<file path="src/rtl/ulf_pkg.sv">
// ulf_pkg: shared constants for the UART line framer.
// Used by uart_line_framer, ulf_front, ulf_back and the testbench; depends on nothing.
package ulf_pkg;

  localparam int BYTE_W = 8;
  localparam int IDX_W  = 5;
  localparam int MAX_LINE_DEF = 31;

  localparam logic [BYTE_W-1:0] CHAR_CR = 8'h0D;
  localparam logic [BYTE_W-1:0] CHAR_LF = 8'h0A;

endpackage

</file>
<file path="src/rtl/uart_line_framer.sv">
// uart_line_framer: top level of the newline-delimited line framer.
// Uses ulf_pkg, ulf_front, ulf_queue, ulf_back and ulf_ram.
// Throughput: one received byte per cycle while a line store bank is free;
// a completed line replays byte by byte (RAM read, then output, held by out_ready).
// The first byte of a line appears after its line feed has passed the queue and a RAM read.
// Reset clears counters, queue and replay state; the RAM is not cleared.
module uart_line_framer #(
  parameter int MAX_LINE = ulf_pkg::MAX_LINE_DEF
) (
  input  logic                       clk,
  input  logic                       rst_n,
  input  logic                       in_valid,
  output logic                       in_ready,
  input  logic [ulf_pkg::BYTE_W-1:0] in_rx_byte,
  input  logic                       in_forward_enable,
  output logic                       out_valid,
  input  logic                       out_ready,
  output logic [ulf_pkg::BYTE_W-1:0] out_line_byte,
  output logic [ulf_pkg::IDX_W-1:0]  out_byte_index,
  output logic                       out_last_byte
);
  import ulf_pkg::*;

  // Count width holds 0..MAX_LINE; the RAM holds two banks of MAX_LINE bytes,
  // so the front can fill one line while the back replays the other.
  localparam int CW = $clog2(MAX_LINE + 1);
  localparam int AW = $clog2(2 * MAX_LINE);

  logic             q_full, q_push, q_pop, q_valid;
  logic [CW:0]      q_push_data, q_head;
  logic             wr_en, rd_en;
  logic [AW-1:0]    wr_addr, rd_addr;
  logic [BYTE_W-1:0] wr_data, rd_data;

  // The front classifies each byte: carriage returns are skipped, line feeds
  // close the line and, when it is not empty and forwarding is on, hand a descriptor to the queue.
  ulf_front #(.MAX_LINE(MAX_LINE), .CW(CW), .AW(AW)) u_front (
    .clk               (clk),
    .rst_n             (rst_n),
    .in_valid          (in_valid),
    .in_ready          (in_ready),
    .in_rx_byte        (in_rx_byte),
    .in_forward_enable (in_forward_enable),
    .q_full            (q_full),
    .q_push            (q_push),
    .q_push_data       (q_push_data),
    .wr_en             (wr_en),
    .wr_addr           (wr_addr),
    .wr_data           (wr_data)
  );

  // A descriptor stays at the head until its last byte is taken, so the
  // queue fill equals the number of banks in use.
  ulf_queue #(.WIDTH(CW + 1)) u_queue (
    .clk        (clk),
    .rst_n      (rst_n),
    .push       (q_push),
    .push_data  (q_push_data),
    .pop        (q_pop),
    .head_valid (q_valid),
    .head_data  (q_head),
    .full       (q_full)
  );

  ulf_ram #(.WIDTH(BYTE_W), .DEPTH(2 * MAX_LINE), .AW(AW)) u_ram (
    .clk     (clk),
    .wr_en   (wr_en),
    .wr_addr (wr_addr),
    .wr_data (wr_data),
    .rd_en   (rd_en),
    .rd_addr (rd_addr),
    .rd_data (rd_data)
  );

  // The back walks the head line byte by byte and holds each result in its
  // output register until the downstream side takes it.
  ulf_back #(.MAX_LINE(MAX_LINE), .CW(CW), .AW(AW)) u_back (
    .clk            (clk),
    .rst_n          (rst_n),
    .q_valid        (q_valid),
    .q_data         (q_head),
    .q_pop          (q_pop),
    .rd_en          (rd_en),
    .rd_addr        (rd_addr),
    .rd_data        (rd_data),
    .out_valid      (out_valid),
    .out_ready      (out_ready),
    .out_line_byte  (out_line_byte),
    .out_byte_index (out_byte_index),
    .out_last_byte  (out_last_byte)
  );

endmodule

</file>
<file path="src/rtl/ulf_ram.sv">
// ulf_ram: generic single-write, single-read RAM with a registered read.
// Stands alone; width and depth are set by parameters.
module ulf_ram #(
  parameter int WIDTH = 8,
  parameter int DEPTH = 62,
  parameter int AW    = (DEPTH > 1) ? $clog2(DEPTH) : 1
) (
  input  logic             clk,
  input  logic             wr_en,
  input  logic [AW-1:0]    wr_addr,
  input  logic [WIDTH-1:0] wr_data,
  input  logic             rd_en,
  input  logic [AW-1:0]    rd_addr,
  output logic [WIDTH-1:0] rd_data
);

  logic [WIDTH-1:0] mem [DEPTH];
  logic [WIDTH-1:0] rd_data_r;

  always_ff @(posedge clk) begin
    if (wr_en) begin
      mem[wr_addr] <= wr_data;
    end
    if (rd_en) begin
      rd_data_r <= mem[rd_addr];
    end
  end

  assign rd_data = rd_data_r;

endmodule

</file>
<file path="src/rtl/ulf_front.sv">
// ulf_front: accepts received bytes, classifies them and fills the line store.
// Uses ulf_pkg; writes the RAM and pushes finished line descriptors to ulf_queue.
module ulf_front #(
  parameter int MAX_LINE = ulf_pkg::MAX_LINE_DEF,
  parameter int CW = $clog2(MAX_LINE + 1),
  parameter int AW = $clog2(2 * MAX_LINE)
) (
  input  logic                      clk,
  input  logic                      rst_n,
  input  logic                      in_valid,
  output logic                      in_ready,
  input  logic [ulf_pkg::BYTE_W-1:0] in_rx_byte,
  input  logic                      in_forward_enable,
  input  logic                      q_full,
  output logic                      q_push,
  output logic [CW:0]               q_push_data,
  output logic                      wr_en,
  output logic [AW-1:0]             wr_addr,
  output logic [ulf_pkg::BYTE_W-1:0] wr_data
);
  import ulf_pkg::*;

  logic [CW-1:0] count_r, count_nxt;
  logic          bank_r, bank_nxt;
  logic          accept;

  // Both banks are taken while two lines wait for replay.
  assign in_ready = !q_full;
  assign accept   = in_valid && in_ready;
  assign wr_data  = in_rx_byte;
  assign wr_addr  = bank_r ? (AW'(MAX_LINE) + AW'(count_r)) : AW'(count_r);
  assign q_push_data = {bank_r, count_r};

  always_comb begin
    count_nxt = count_r;
    bank_nxt  = bank_r;
    q_push    = 1'b0;
    wr_en     = 1'b0;
    if (accept) begin
      if (in_rx_byte == CHAR_LF) begin
        if (count_r != '0 && in_forward_enable) begin
          q_push   = 1'b1;
          bank_nxt = !bank_r;
        end
        count_nxt = '0;
      end else if (in_rx_byte != CHAR_CR) begin
        if (count_r < CW'(MAX_LINE)) begin
          wr_en     = 1'b1;
          count_nxt = count_r + 1'b1;
        end else begin
          count_nxt = '0;
        end
      end
    end
  end

  always_ff @(posedge clk) begin
    if (!rst_n) begin
      count_r <= '0;
      bank_r  <= 1'b0;
    end else begin
      count_r <= count_nxt;
      bank_r  <= bank_nxt;
    end
  end

endmodule

</file>
<file path="src/rtl/ulf_queue.sv">
// ulf_queue: two-entry queue of line descriptors (bank and length).
// Stands alone; sits between ulf_front and ulf_back.
module ulf_queue #(
  parameter int WIDTH = 6
) (
  input  logic             clk,
  input  logic             rst_n,
  input  logic             push,
  input  logic [WIDTH-1:0] push_data,
  input  logic             pop,
  output logic             head_valid,
  output logic [WIDTH-1:0] head_data,
  output logic             full
);

  logic [WIDTH-1:0] slot_r [2];
  logic             wr_ptr_r, rd_ptr_r;
  logic [1:0]       fill_r;

  assign head_valid = (fill_r != 2'd0);
  assign full       = (fill_r == 2'd2);
  assign head_data  = slot_r[rd_ptr_r];

  always_ff @(posedge clk) begin
    if (push) begin
      slot_r[wr_ptr_r] <= push_data;
    end
  end

  always_ff @(posedge clk) begin
    if (!rst_n) begin
      wr_ptr_r <= 1'b0;
      rd_ptr_r <= 1'b0;
      fill_r   <= 2'd0;
    end else begin
      if (push) begin
        wr_ptr_r <= !wr_ptr_r;
      end
      if (pop) begin
        rd_ptr_r <= !rd_ptr_r;
      end
      fill_r <= fill_r + 2'(push) - 2'(pop);
    end
  end

  a_no_push_full: assert property (@(posedge clk) disable iff (!rst_n)
    push |-> !full || pop)
    else $error("ulf_queue: push while full");

  a_no_pop_empty: assert property (@(posedge clk) disable iff (!rst_n)
    pop |-> head_valid)
    else $error("ulf_queue: pop while empty");

  a_fill_range: assert property (@(posedge clk) disable iff (!rst_n)
    fill_r != 2'd3)
    else $error("ulf_queue: fill count out of range");

endmodule

</file>
<file path="src/rtl/ulf_back.sv">
// ulf_back: replays a stored line from the RAM, one byte per output request.
// Uses ulf_pkg; reads line descriptors from ulf_queue and the RAM read port.
module ulf_back #(
  parameter int MAX_LINE = ulf_pkg::MAX_LINE_DEF,
  parameter int CW = $clog2(MAX_LINE + 1),
  parameter int AW = $clog2(2 * MAX_LINE)
) (
  input  logic                       clk,
  input  logic                       rst_n,
  input  logic                       q_valid,
  input  logic [CW:0]                q_data,
  output logic                       q_pop,
  output logic                       rd_en,
  output logic [AW-1:0]              rd_addr,
  input  logic [ulf_pkg::BYTE_W-1:0] rd_data,
  output logic                       out_valid,
  input  logic                       out_ready,
  output logic [ulf_pkg::BYTE_W-1:0] out_line_byte,
  output logic [ulf_pkg::IDX_W-1:0]  out_byte_index,
  output logic                       out_last_byte
);
  import ulf_pkg::*;

  typedef enum logic [1:0] {B_IDLE, B_WAIT, B_SHOW} back_state_t;

  back_state_t      state_r;
  logic [CW-1:0]    idx_r, len_r;
  logic             bank_r;
  logic [BYTE_W-1:0] byte_r;
  logic             last_r;
  logic             rd_bank;
  logic [CW-1:0]    rd_idx;
  logic [CW-1:0]    idx_inc;

  assign idx_inc = idx_r + 1'b1;

  always_comb begin
    rd_en   = 1'b0;
    rd_bank = bank_r;
    rd_idx  = idx_inc;
    q_pop   = 1'b0;
    case (state_r)
      B_IDLE: begin
        rd_en   = q_valid;
        rd_bank = q_data[CW];
        rd_idx  = '0;
      end
      B_SHOW: begin
        if (out_ready) begin
          rd_en = !last_r;
          q_pop = last_r;
        end
      end
      default: begin
        rd_en = 1'b0;
      end
    endcase
  end

  assign rd_addr = rd_bank ? (AW'(MAX_LINE) + AW'(rd_idx)) : AW'(rd_idx);

  always_ff @(posedge clk) begin
    if (!rst_n) begin
      state_r <= B_IDLE;
      idx_r   <= '0;
      len_r   <= '0;
      bank_r  <= 1'b0;
      last_r  <= 1'b0;
    end else begin
      case (state_r)
        B_IDLE: begin
          if (q_valid) begin
            idx_r   <= '0;
            len_r   <= q_data[CW-1:0];
            bank_r  <= q_data[CW];
            state_r <= B_WAIT;
          end
        end
        B_WAIT: begin
          byte_r  <= rd_data;
          last_r  <= (idx_inc == len_r);
          state_r <= B_SHOW;
        end
        B_SHOW: begin
          if (out_ready) begin
            if (last_r) begin
              state_r <= B_IDLE;
            end else begin
              idx_r   <= idx_inc;
              state_r <= B_WAIT;
            end
          end
        end
        default: begin
          state_r <= B_IDLE;
        end
      endcase
    end
  end

  assign out_valid      = (state_r == B_SHOW);
  assign out_line_byte  = byte_r;
  assign out_byte_index = IDX_W'(idx_r);
  assign out_last_byte  = last_r;

endmodule

</file>
<file path="config.mk">
export PLATFORM = sky130hd
export DESIGN_NAME = uart_line_framer
export DESIGN_NICKNAME = d
export VERILOG_FILES = /design/src/rtl/ulf_pkg.sv /design/src/rtl/uart_line_framer.sv /design/src/rtl/ulf_ram.sv /design/src/rtl/ulf_front.sv /design/src/rtl/ulf_queue.sv /design/src/rtl/ulf_back.sv
export SDC_FILE = /design/constraint.sdc
export NUM_CORES = 1
export LEC_CHECK = 0
export CAP_MARGIN = 15
export CORE_MARGIN = 4
export CORE_UTILIZATION = 35
export DETAILED_ROUTE_END_ITERATION = 6
export DONT_BUFFER_PORTS = 1
export GPL_TIMING_DRIVEN = 0
export HOLD_SLACK_MARGIN = 0.02
export SETUP_SLACK_MARGIN = 0.15
export SLEW_MARGIN = 15
export SYNTH_ARGS = -nofsm -noshare
export SYNTH_HDL_FRONTEND = slang
export SYNTH_HIERARCHICAL = 1
export SYNTH_SLANG_ARGS = --single-unit
</file>
<file path="constraint.sdc">
create_clock -name clk -period 3 [get_ports clk]
set_input_delay 0.3 -clock clk [delete_from_list [all_inputs] [get_ports clk]]
set_output_delay 0.3 -clock clk [all_outputs]
set_load 0.005 [all_outputs]
</file>
== Word level (Yosys, flattened, before mapping) ==
Memories as Yosys holds them, arrays and structs flattened. A register that Yosys moved wholly into a read port is not among the register bits.
Index checks and enable logic that the tools add are counted.

* Bits in registers: 32
* Latch bits: 0
* Bits in writable memories: 508
* Memory bits (read-only): 0
* Bits of input ports: 13
* Output and inout bits: 16
* Memories: 2

{| class="wikitable"
|+ Memory list
! name !! words !! bits a word !! read ports !! clocked after Yosys merged registers in !! write ports !! RTL line !! text
|-
| u_ram.mem || 62 || 8 || 1 || 1 || 1 || ulf_ram.sv:17 || <nowiki>logic [WIDTH-1:0] mem [DEPTH];</nowiki>
|-
| u_queue.slot_r || 2 || 6 || 1 || 1 || 1 || ulf_queue.sv:16 || <nowiki>logic [WIDTH-1:0] slot_r [2];</nowiki>
|}

* Add/sub/neg operators: 6
* $mul: 0
* Div/mod/pow operators: 0
* Order comparisons: 1
* Equal/unequal tests: 9
* Shift operators: 0
* Muxes and demuxes: 32
* Bitwise logic cells: 0
* Reduce and logical (&&, ||, !) cells: 18

{| class="wikitable"
|+ Operators with widths
! kind !! number
|-
| $mux 5 || 7
|-
| $mux 1 || 18
|-
| $add 5x5->6 const A || 2
|-
| $mux 6 || 2
|-
| $add 5x1->5 const B || 2
|-
| $pmux 5 s2 || 1
|-
| $eq 8x4->1 const B || 1
|-
| $ne 8x4->1 const B || 1
|-
| $reduce_and 2->1 || 4
|-
| $pmux 2 s3 || 1
|-
| $reduce_bool 2->1 || 3
|-
| $eq 5x5->1 || 1
|-
| $logic_not 1->1 || 5
|-
| $lt 5x5->1 const B || 1
|-
| $reduce_bool 5->1 || 1
|-
| $eq 2x2->1 const B || 2
|-
| $mux 2 || 2
|-
| $ne 2x1->1 const B || 2
|-
| $reduce_and 4->1 || 1
|-
| $reduce_and 3->1 || 1
|-
| $add 2x1->2 || 1
|-
| $eq 2x1->1 const B || 1
|-
| $logic_and 1x1->1 || 2
|-
| $logic_not 2->1 || 1
|-
| other kinds (3) || 3
|}

== Depth between registers and ports, before layout ==
* Depth in word-level cells: 7
* Gate-level depth with buffers: 14
* Gate-level depth less buffers: 11

== Modules after synthesis ==
The synthesis kept the hierarchy.

{| class="wikitable"
|+ Modules (own cells, without submodules)
! module !! times used !! cells an instance !! area each (um2)
|-
| ulf_ram || 1 || 935 || 19636.3
|-
| ulf_back || 1 || 122 || 1188.6
|-
| ulf_queue || 1 || 40 || 660.6
|-
| ulf_front || 1 || 71 || 588.1
|}

== Worst setup path after synthesis ==
OpenSTA, ideal clock, no wires.

* Kind: reg2reg
* Start point: register u_back.idx_r[1] (netlist: u_back/out_byte_index[1])
* End point: register u_ram.rd_data_r[3] (netlist: u_ram/rd_data[3]) (read register of u_ram.mem) (data pin)
* Arrival: 2882 ps
* Data required time: 2745 ps
* Setup slack: -137 ps
* Stages on the path, launching flop included: 14
* Cell sequence: dfxtp_1 > ha_1 > nand2_1 > ha_1 > nand2_1 > xnor2_1 > a22o_1 > buf_2 > buf_2 > buf_1 > mux4_2 > a221oi_1 > o21ai_0 > and3_1

* Longest elaborated chain between the ends: 4

{| class="wikitable"
|+ Ends and longest elaborated chain
! element !! RTL line !! text
|-
| start, declared || ulf_back.sv:27 || <nowiki>logic [CW-1:0] idx_r, len_r;</nowiki>
|-
| start signal, assigned || ulf_back.sv:89 || <nowiki>idx_r <= idx_inc;</nowiki>
|-
| $add 5x1->5 * || ulf_back.sv:35 || <nowiki>assign idx_inc = idx_r + 1'b1;</nowiki>
|-
| $mux 5 * || ulf_back.sv:42 || <nowiki>case (state_r)</nowiki>
|-
| $add 5x5->6 || ulf_back.sv:60 || <nowiki>assign rd_addr = rd_bank ? (AW'(MAX_LINE) + AW'(rd_idx)) : AW'(rd_idx);</nowiki>
|-
| $mux 6 * || ulf_back.sv:60 ||
|-
| net rd_addr[2] || uart_line_framer.sv:32 || <nowiki>logic [AW-1:0] wr_addr, rd_addr;</nowiki>
|-
| end, declared || ulf_ram.sv:18 || <nowiki>logic [WIDTH-1:0] rd_data_r;</nowiki>
|}

The timed path passes the listed nets; every way through them passes the cells marked *.
A chain may end at the register's enable or synchronous reset.

== Final worst setup path ==
* Start point: register u_back.state_r[1]
* End point: register u_ram.rd_data_r[7] (netlist: u_ram/rd_data[7]) (read register of u_ram.mem) (data pin)

* Longest elaborated chain between the ends: 4

{| class="wikitable"
|+ Ends and longest elaborated chain
! element !! RTL line !! text
|-
| start, declared || ulf_back.sv:26 || <nowiki>back_state_t state_r;</nowiki>
|-
| start signal, assigned || ulf_back.sv:64 || <nowiki>state_r <= B_IDLE;</nowiki>
|-
| start signal, assigned || ulf_back.sv:76 || <nowiki>state_r <= B_WAIT;</nowiki>
|-
| start signal, assigned || ulf_back.sv:82 || <nowiki>state_r <= B_SHOW;</nowiki>
|-
| $logic_not 2->1 * || ulf_back.sv:42 ||
|-
| $mux 5 || ulf_back.sv:42 ||
|-
| $add 5x5->6 || ulf_back.sv:60 ||
|-
| $mux 6 * || ulf_back.sv:60 ||
|-
| net rd_addr[2] || uart_line_framer.sv:32 ||
|}

Marked as above.

==> flow_results.xml <==
<?xml version="1.0" encoding="UTF-8"?>
<metrics>
  <group name="routing">
    <metric name="top_layer" unit="">met5</metric>
    <metric name="routed-via-count" unit="">12000</metric>
    <metric name="met1Wirelength" unit="microns">22800</metric>
    <metric name="detail_route.wl_per_cell" unit="microns">25.3</metric>
    <metric name="wl_met3" unit="microns">4120</metric>
    <metric name="met2_length" unit="microns">27100</metric>
    <metric name="firstDrtPassIters" unit="">5</metric>
    <metric name="drt_wl_total" unit="microns">56000</metric>
    <metric name="drt_drc_violations_left" unit="">0</metric>
    <metric name="starting_drc_count_in_detailed_routing" unit="">1144</metric>
    <metric name="detail_route.vias_per_cell" unit="">5.44</metric>
    <metric name="antenna_violating_nets_post_route" unit="">0</metric>
  </group>
  <group name="power">
    <metric name="pwr_density_cell" unit="mW/mm^2">543</metric>
    <metric name="totalPowerFinal" unit="mW">15.2</metric>
    <metric name="ir_worst_vdd" unit="mV">0.362</metric>
    <metric name="leakage_power_figure" unit="nW">8.59</metric>
  </group>
  <group name="cts">
    <metric name="cts_tree" unit="">done</metric>
    <metric name="cts-htree-levels" unit="">2</metric>
    <metric name="clockRootBuffer" unit="">sky130_fd_sc_hd__clkbuf_16</metric>
    <metric name="clk-insertion-delay-late" unit="ns">0.61</metric>
    <metric name="max-clock-path-buffers" unit="">3</metric>
    <metric name="tritoncts.num_buffers" unit="">54</metric>
    <metric name="clock_pin_transition_on_the_worst_setup_and_hold_timing_paths" unit="ns">0.06</metric>
    <metric name="cts_sinks" unit="">549</metric>
  </group>
  <group name="logic_synthesis">
    <metric name="yosys_warnings" unit="">6</metric>
    <metric name="avgSynthCellArea" unit="sq um">18.9</metric>
    <metric name="netlist_instances" unit="">1168</metric>
    <metric name="yosysUniqueCellTypes" unit="">68</metric>
    <metric name="synthArstFlopShare" unit="%">0</metric>
    <metric name="number_of_flops_mapped_to_enable_cells_by_yosys" unit="">524</metric>
    <metric name="syn-num-nets" unit="">1188</metric>
    <metric name="post_synth_instance_area" unit="sq mm">0.0221</metric>
    <metric name="synth_flop_cell" unit="">sky130_fd_sc_hd__edfxtp_1</metric>
    <metric name="number_of_flip_flops_and_latches_in_the_synthesized_netlist" unit="">549</metric>
    <metric name="ys_seq_area_share" unit="%">73.6</metric>
  </group>
  <group name="timing">
    <metric name="worst_slack" unit="ns">-0.143</metric>
    <metric name="period_share" unit="%">105</metric>
    <metric name="setup_repair_after_global_routing_missed_its_margin" unit="">true</metric>
    <metric name="worst_pin_slew" unit="ns">0.737</metric>
    <metric name="number_of_hold_slack_violations_in_the_final_timing_report" unit="">0</metric>
    <metric name="setup_viol" unit="">8</metric>
    <metric name="timing.setup.tns" unit="ns">-0.846</metric>
    <metric name="slew-limit-headroom" unit="%">50.8</metric>
    <metric name="max_clock_freq" unit="GHz">0.318</metric>
    <metric name="final.setup_skew" unit="ns">0.0197</metric>
    <metric name="pins_over_slew_limit" unit="">0</metric>
    <metric name="timing.final.crit_period" unit="ns">3.14</metric>
  </group>
  <group name="cells_and_area">
    <metric name="finish.cell_count_without_fillers" unit="">2212</metric>
    <metric name="final.fill_count" unit="">5159</metric>
    <metric name="mostFrequentLayoutCell" unit="">sky130_fd_sc_hd__edfxtp_1</metric>
    <metric name="drive_gt1_share" unit="%">39.9</metric>
    <metric name="layout.nets" unit="">1355</metric>
    <metric name="antenna_cells" unit="">0</metric>
    <metric name="layout.cell_area.non_filler" unit="sq mm">0.0279</metric>
    <metric name="mostFrequentLayoutCells" unit="">524 x sky130_fd_sc_hd__edfxtp_1, 114 x sky130_fd_sc_hd__mux4_2, 77 x sky130_fd_sc_hd__buf_4</metric>
    <metric name="area_growth" unit="%">26.6</metric>
  </group>
  <group name="setup_path">
    <metric name="setup.worst_path.start_class" unit="">flip-flop</metric>
    <metric name="critical_path.max_stage_delay" unit="ns">0.38</metric>
    <metric name="timing.critical_path.cells" unit="">or2_4 &gt; nand2b_4 &gt; ha_4 &gt; nand2_4 &gt; xnor2_2 &gt; a22o_4 &gt; buf_12 &gt; buf_12 &gt; clkbuf_16 &gt; mux4_2 &gt; a221oi_4 &gt; o21ai_1 &gt; and3_4</metric>
    <metric name="worst-endpoint-arrival" unit="ns">3.49</metric>
    <metric name="cp-end-kind" unit="">flip-flop</metric>
    <metric name="worst_path_slowest_cell" unit="">sky130_fd_sc_hd__a221oi_4</metric>
    <metric name="critical_path_class" unit="">flip-flop to flip-flop</metric>
    <metric name="critical_path_required" unit="ns">3.35</metric>
    <metric name="worst_path_most_repeated_cell" unit="">sky130_fd_sc_hd__buf_12</metric>
    <metric name="worst-path-max-fanout" unit="">7</metric>
  </group>
  <group name="floorplanning">
    <metric name="die_width" unit="microns">259</metric>
    <metric name="placement_rows" unit="">91</metric>
    <metric name="die_area" unit="sq mm">0.0671</metric>
    <metric name="num_io_pins" unit="">29</metric>
    <metric name="core-area" unit="sq mm">0.0621</metric>
    <metric name="chipHeight" unit="microns">259</metric>
    <metric name="initial_util" unit="%">35.6</metric>
  </group>
  <group name="placed_design">
    <metric name="post-dp-hpwl" unit="microns">33200</metric>
    <metric name="global_placement_routability_congestion" unit="">0.901</metric>
    <metric name="placement.cell_area" unit="sq mm">0.0232</metric>
    <metric name="cell_count_post_placement" unit="">2005</metric>
    <metric name="dp_worst_setup_slack" unit="ns">-1.25</metric>
    <metric name="io_port_bufs" unit="">0</metric>
  </group>
  <group name="grt">
    <metric name="first_global_vias" unit="">12200</metric>
    <metric name="maximum_number_of_pins_on_one_net_before_global_route_repair" unit="">63</metric>
    <metric name="grt_use_total" unit="%">16.6</metric>
    <metric name="globalRoute.totalOverflow" unit="">0</metric>
    <metric name="grt_antenna_before_repair" unit="">1</metric>
    <metric name="grt_first_pass_wirelength" unit="microns">82400</metric>
  </group>
  <group name="job">
    <metric name="maxcap_viol_count" unit="">0</metric>
  </group>
  <group name="outcome">
    <metric name="violations" unit="">setup timing</metric>
    <metric name="outcome" unit="">finished, violations left</metric>
  </group>
  <group name="hold_path">
    <metric name="hp-class" unit="">primary input to flip-flop</metric>
  </group>
</metrics>
==> Yosys cell counts (all sizes together) (7+ instances only) <==
cell	count	area, sq um
xnor2	7	61.3
o21ai	24	120
nor2b	19	119
buf	44	290
mux2	16	180
nand3	20	100
a21oi	10	53.8
nor3	9	50.1
dfxtp	25	500
and3	10	62.6
inv	14	52.6
nand2	37	139
edfxtp	524	15700
mux4	114	2570
or3	7	43.8
mux2i	42	420
a21boi	9	67.6
a221oi	9	78.8
nand4	7	58.8
o22ai	12	75.1
nor2	73	274
clkbuf	28	105
xor2	11	96.3
ha	7	87.6
and2	12	76.3
==> critical path: cells and delay by family (launching register included) <==
family / cells / cell delay, ns
buffers and inverters: 3 / 0.49
xor gates and xnor gates: 1 / 0.13
AOI/OAI and AO/OA: 3 / 0.75
and+or+nand+nor: 4 / 0.63
adders and majority gates: 1 / 0.15
DFF: 1 / 0.36
muxes: 1 / 0.34
==> sequential cells by signal, summed over array words and instances, names as in the netlist, named ones only <==
name / cells
u_ram/mem: 496
u_queue/slot_r: 12
u_back/out_line_byte: 8
u_ram/rd_data: 8
u_back/len_r: 5
u_back/out_byte_index: 5
u_front/count_r: 5
u_back/state_r: 2
u_queue/fill_r: 2
u_back/bank_r: 1
u_back/out_last_byte: 1
u_front/bank_r: 1
u_queue/rd_ptr_r: 1
u_queue/wr_ptr_r: 1
==> what timing repair did <==
action	4_1_cts	5_1_grt
endpoints found under the setup margin	504	504
setup buffers	89	17
hold endpoints to repair	16	0
gates resized for setup	351	50
gates cloned	5	0
pin swaps	72	17
hold buffers	4	0
==> final cells by class <==
type	instances	area (sq um)	area share (%)
inverter	15	61.3	0.219
sequential	549	16300	58.2
multi-input combinational	532	6640	23.8
clock buffer	67	1400	5.01
tap	837	1050	3.75
buffer	69	793	2.84
clock inverter	29	256	0.918
timing repair buffer	114	1490	5.32
==> metrics by stage <==
stage / util (%) / hold WS (ns)
2_1_floorplan: - / 0.400
3_3_place_gp: 37.4 / 0.409
3_5_place_dp: 37.4 / 0.407
4_1_cts: 44.5 / 0.0224
5_1_grt: 45.0 / 0.0840
6_report: 45.0 / 0.0629
==> worst paths after layout <==
path,cells past startpoint,from,slack [ns],to
setup / recovery,13,u_back/state_r[1],-0.14,u_ram/rd_data[7]
hold / removal,3,in_rx_byte[0],0.06,u_front/count_r[1]
setup reg to reg,13,u_back/state_r[1],-0.14,u_ram/rd_data[7]
hold reg to reg,0,u_ram/rd_data[3],0.42,u_back/out_line_byte[3]
==> metal layers <==
metal	vias to the layer above	GRT usage, %
li1	5072	-
met1	6341	22.7
met2	508	26.7
met3	112	2.80
met4	2	6.31
met5	-	0
==> power breakdown <==
part | switching [mW] | internal [mW] | total (mW)
Combinational | 0.229 | 0.0789 | 0.308
Sequential | 0.0104 | 8.40 | 8.41
Clock | 2.80 | 3.64 | 6.44
==> logic make-up after synthesis <==
group                    Yosys count  share of synthesized area, %
multiplexers                     172                          14.4
adder cells (fa/ha/maj)            7                         0.397
XOR/XNOR                          19                         0.816
AND/OR/NAND/NOR                  228                          5.39
flip-flops                       549                          73.6
buffers and inverters             87                          2.05
AO/OA/AOI/OAI                    106                          3.45
Power figures use the tool's default switching activity.
